===== config.mk =====
export PLATFORM = sky130hd
export DESIGN_NAME = ccj_ram
export DESIGN_NICKNAME = d
export VERILOG_FILES = /design/src/rtl/core/ccj_ram.sv
export SDC_FILE = /design/constraint.sdc
export NUM_CORES = 1
export LEC_CHECK = 0
export CAP_MARGIN = 20
export CORE_ASPECT_RATIO = 0.6
export CORE_UTILIZATION = 50
export DETAILED_ROUTE_END_ITERATION = 7
export DONT_BUFFER_PORTS = 1
export PLACE_DENSITY = 0.64
export SLEW_MARGIN = 20
export SYNTH_ARGS = -nofsm -noshare
export SYNTH_HDL_FRONTEND = slang
export SYNTH_SLANG_ARGS = --single-unit

===== constraint.sdc =====
create_clock -name clk_i -period 2 [get_ports clk_i]
set_clock_uncertainty 0.05 [all_clocks]
set_input_delay 0.2 -clock clk_i [delete_from_list [all_inputs] [get_ports clk_i]]
set_output_delay 0.2 -clock clk_i [all_outputs]
set_load 0.005 [all_outputs]

===== src/rtl/core/ccj_ram.sv =====
module ccj_ram #(
  parameter int unsigned WIDTH = 8,
  parameter int unsigned DEPTH = 16,
  localparam int unsigned AW = (DEPTH > 1) ? $clog2(DEPTH) : 1
) (
  input  logic             clk_i,
  input  logic             we_i,
  input  logic [AW-1:0]    waddr_i,
  input  logic [WIDTH-1:0] wdata_i,
  input  logic             re_i,
  input  logic [AW-1:0]    raddr_i,
  output logic [WIDTH-1:0] rdata_o
);

  logic [WIDTH-1:0] mem_q [DEPTH];
  logic [WIDTH-1:0] rdata_q;

  always_ff @(posedge clk_i) begin
    if (we_i) begin
      mem_q[waddr_i] <= wdata_i;
    end
    if (re_i) begin
      rdata_q <= mem_q[raddr_i];
    end
  end

  assign rdata_o = rdata_q;

endmodule

==> summary.md <==
| Metric | Value |
|---|---|
| NumNets Final | `284` |
| Worst r2r src | `mem_q[2][5]$_DFFE_PP_` |
| CP Launch Point | `mem_q[2][5]$_DFFE_PP_` |
| Crit path buf inv count | `0` |
| Clock share of power | `46.5%` |
| Slew Limit Fails | `0` |
| Final Util | `60.9%` |
| WL/cell | `24.5 um` |
| Total track usage | `21.4%` |
| TritonCTS clock tree | `done` |
| Via density per instance | `5.78` |
| Post-Synth XOR/XNOR Area | `0%` |
| Comb power frac | `3.5%` |
| Post-synthesis register bit count | `136` |
| Clk slew on worst S/H paths | `50 ps` |
| Fmax | `668 MHz` |
| Die Y | `81.2 um` |
| Post-synth top flop | `edfxtp_1` |
| Number of global-route vias before repair | `2497` |
| Top cells by count, synth | `136 x edfxtp_1, 18 x mux4_2, 16 x a22oi_1, 14 x mux4_1, 13 x nor2_1` |
| Max-cap viol count | `0` |
| CP max FO | `1` |
| CP endpoint kind | `flip-flop` |
| Startpoint Class | `flip-flop` |
| First-pass GRT wire length | `15.5 mm` |
| # diodes | `0` |
| PD cells | `1060 nW/um2` |
| Core Box Area | `10000 um2` |
| Yosys top cell area share | `78.1%` |
| Number of synthesized flops with an enable pin | `136` |
| DR DRC count | `0` |
| Gate Count Post-Synth | `229` |
| Number of buffers added for setup after CTS | `0` |
| Setup_tns | `0 ps` |
| Drt first pass iters | `4` |
| Synth area leader | `edfxtp_1` |
| Syn Area/Cell | `22.8 um2` |
| Synthesized-area fraction occupied by adder cells | `0%` |
| Initial drt markers | `150` |
| Synth Area in Compound Gates | `2.30%` |
| Mapped Area | `5230 um2` |
| Layout Cell Area excl Fill | `6100 um2` |
| Part of the Yosys area used for sequential elements | `78.1%` |
| Area growth syn-to-layout | `16.8%` |
| Share of post-route cells with drive strength above 1 | `23.1%` |
| Largest family of logic cells by synthesized area | `multiplexers` |
| Period minus WS final | `1500 ps` |
| # clock sinks | `136` |
| Count leader, synth | `edfxtp_1` |
| Worst vdd ir | `0.691 mV` |
| Relative slew slack | `60.0%` |
| Placement Cell Area | `5450 um2` |
| Initial antenna violation count | `0` |
| Crit path DAT | `1600 ps` |
| Setup Viol. Count Final | `0` |
| DR vias | `2380` |
| Synth area leaders | `edfxtp_1 78%, mux4_2 7.8%, mux4_1 7.0%` |
| Final Hold Fails | `0` |
| Grt total ovfl | `0` |
| Syn Nets | `248` |
| Clock buffer count from CTS | `17` |
| DP HPWL | `6.18 mm` |
| Synthesis warning total | `0` |
| Status | `complete, no violations` |
| Classification of the worst setup path | `flip-flop to flip-flop` |
| Drt total wl | `10.1 mm` |
| Io pins | `27` |
| Pleak | `2.02 nW` |
| Switching share of power | `18.8%` |
| Switch Pwr | `1.21 mW` |
| Routed Antenna Nets | `0` |
| Critical Path, Cell by Cell | `mux4_1 -> a22oi_1 -> nand2_1` |
| RSZ-0062 raised after global routing | `false` |
| Flop pwr share | `50.0%` |
| Routability cong. | `0.731` |
| HP Class | `primary input to flip-flop` |
| Hold Path Origin | `raddr_i[1]` |
| Fillers | `746` |
| Die X | `134 um` |
| Synth Area in Simple Gates | `3.14%` |
| Critical path's slowest cell | `mux4_1` |
| Largest delay contributor family on the critical path | `multiplexers` |
| CP Data Required Time | `2100 ps` |
| Fraction of synthesized area in multiplexers | `14.8%` |
| H-Tree Depth | `4` |
| Slew @ Worst Pin | `598 ps` |
| Period utilization | `74.9%` |
| Int Pwr | `5.26 mW` |
| CTS root buffer | `clkbuf_16` |
| Ys async rst share | `0%` |
| Row Count | `28` |
| Netlist cell types | `18` |
| Skew-Pair Late Insertion Delay | `410 ps` |
| Die area | `10900 um2` |
| Initial Util | `52.2%` |
| IO Port Bufs | `0` |
| Clock buffer depth | `2` |
| Largest net degree at the start of global routing | `33` |
| CP max stage delay | `500 ps` |
## power by group through the flow
stage          clock network (mW)  logic, mW  registers (mW)
2_1_floorplan                   0      0.162            3.28
3_3_place_gp                    0      0.175            3.29
3_5_place_dp                    0      0.175            3.29
4_1_cts                      3.06      0.231            3.24
5_1_grt                      3.19      0.246            3.24
6_report                     3.01      0.229            3.23
## metal layers
metal	routed length, um	vias up	GRT usage (%)
li1	-	1053	-
met1	4850	1254	30.6
met2	4530	61	31.0
met3	589	12	6.55
met4	129	0	8.30
met5	0	-	0
## path summary, 6_finish.rpt
check,end,slack [ps],cells past startpoint
worst max-delay path,rdata_o[5]$_DFFE_PP_,500,3
worst min-delay path,rdata_o[0]$_DFFE_PP_,120,3
worst max register to register,rdata_o[5]$_DFFE_PP_,500,3
worst min register to register,rdata_o[6]$_DFFE_PP_,710,3
## flip-flops by register name, indices dropped and copies added (netlist names)
name     flops
mem_q      128
rdata_o      8
## tightest hold or removal path: stages
cell and delay, ps:
mux4_1 120, a22oi_1 80, nand2_1 60
## logic make-up after synthesis
| group | Yosys count |
|---|---|
| flip-flops | 136 |
| AND/OR/NAND/NOR | 35 |
| multiplexers | 32 |
| buffers and inverters | 10 |
| AO/OA/AOI/OAI | 16 |
## final cells by class
type                    instances  area (um2)  share of cell area, %
flip-flops and latches        136        4080                   66.9
clock buffers                  20         437                   7.15
well taps                     135         169                   2.77
clock inverters                11         131                   2.15
multi-input cells              83        1060                   17.3
repair buffers                 27         225                   3.69
## stage by stage
stage / hold slack, ps / worst slack, ps / power, mW / instances
after floorplan: 249 / 257 / 3.45 / 229
after global placement: 250 / 508 / 3.47 / 372
after detailed placement: 250 / 507 / 3.47 / 372
after CTS: 103 / 496 / 6.53 / 412
after global routing: 113 / 446 / 6.67 / 412
final: 123 / 502 / 6.47 / 412
## timing repair
| action | CTS | global route |
|---|---|---|
| gates resized for setup | 0 | 0 |
| hold endpoints to repair | 136 | 0 |
| hold buffers | 9 | 0 |
## placed cells by master, fill, tap and decap left out, types with 2 or more instances in the layout
| master | synthesis | routed |
|---|---|---|
| buf_4 | 1 | 18 |
| nand2b_1 | 2 | 2 |
| nand3b_1 | 2 | 2 |
| nor2_1 | 13 | 13 |
| edfxtp_1 | 136 | 136 |
| clkinv_2 | 0 | 6 |
| a22oi_1 | 16 | 16 |
| nand2_1 | 9 | 9 |
| nor3_1 | 4 | 4 |
| clkbuf_1 | 0 | 3 |
| mux4_2 | 18 | 18 |
| clkbuf_16 | 0 | 17 |
| dlygate4sd3_1 | 0 | 9 |
| mux4_1 | 14 | 14 |
| bufinv_16 | 0 | 3 |
No activity file was read; power rests on OpenSTA's default activity.
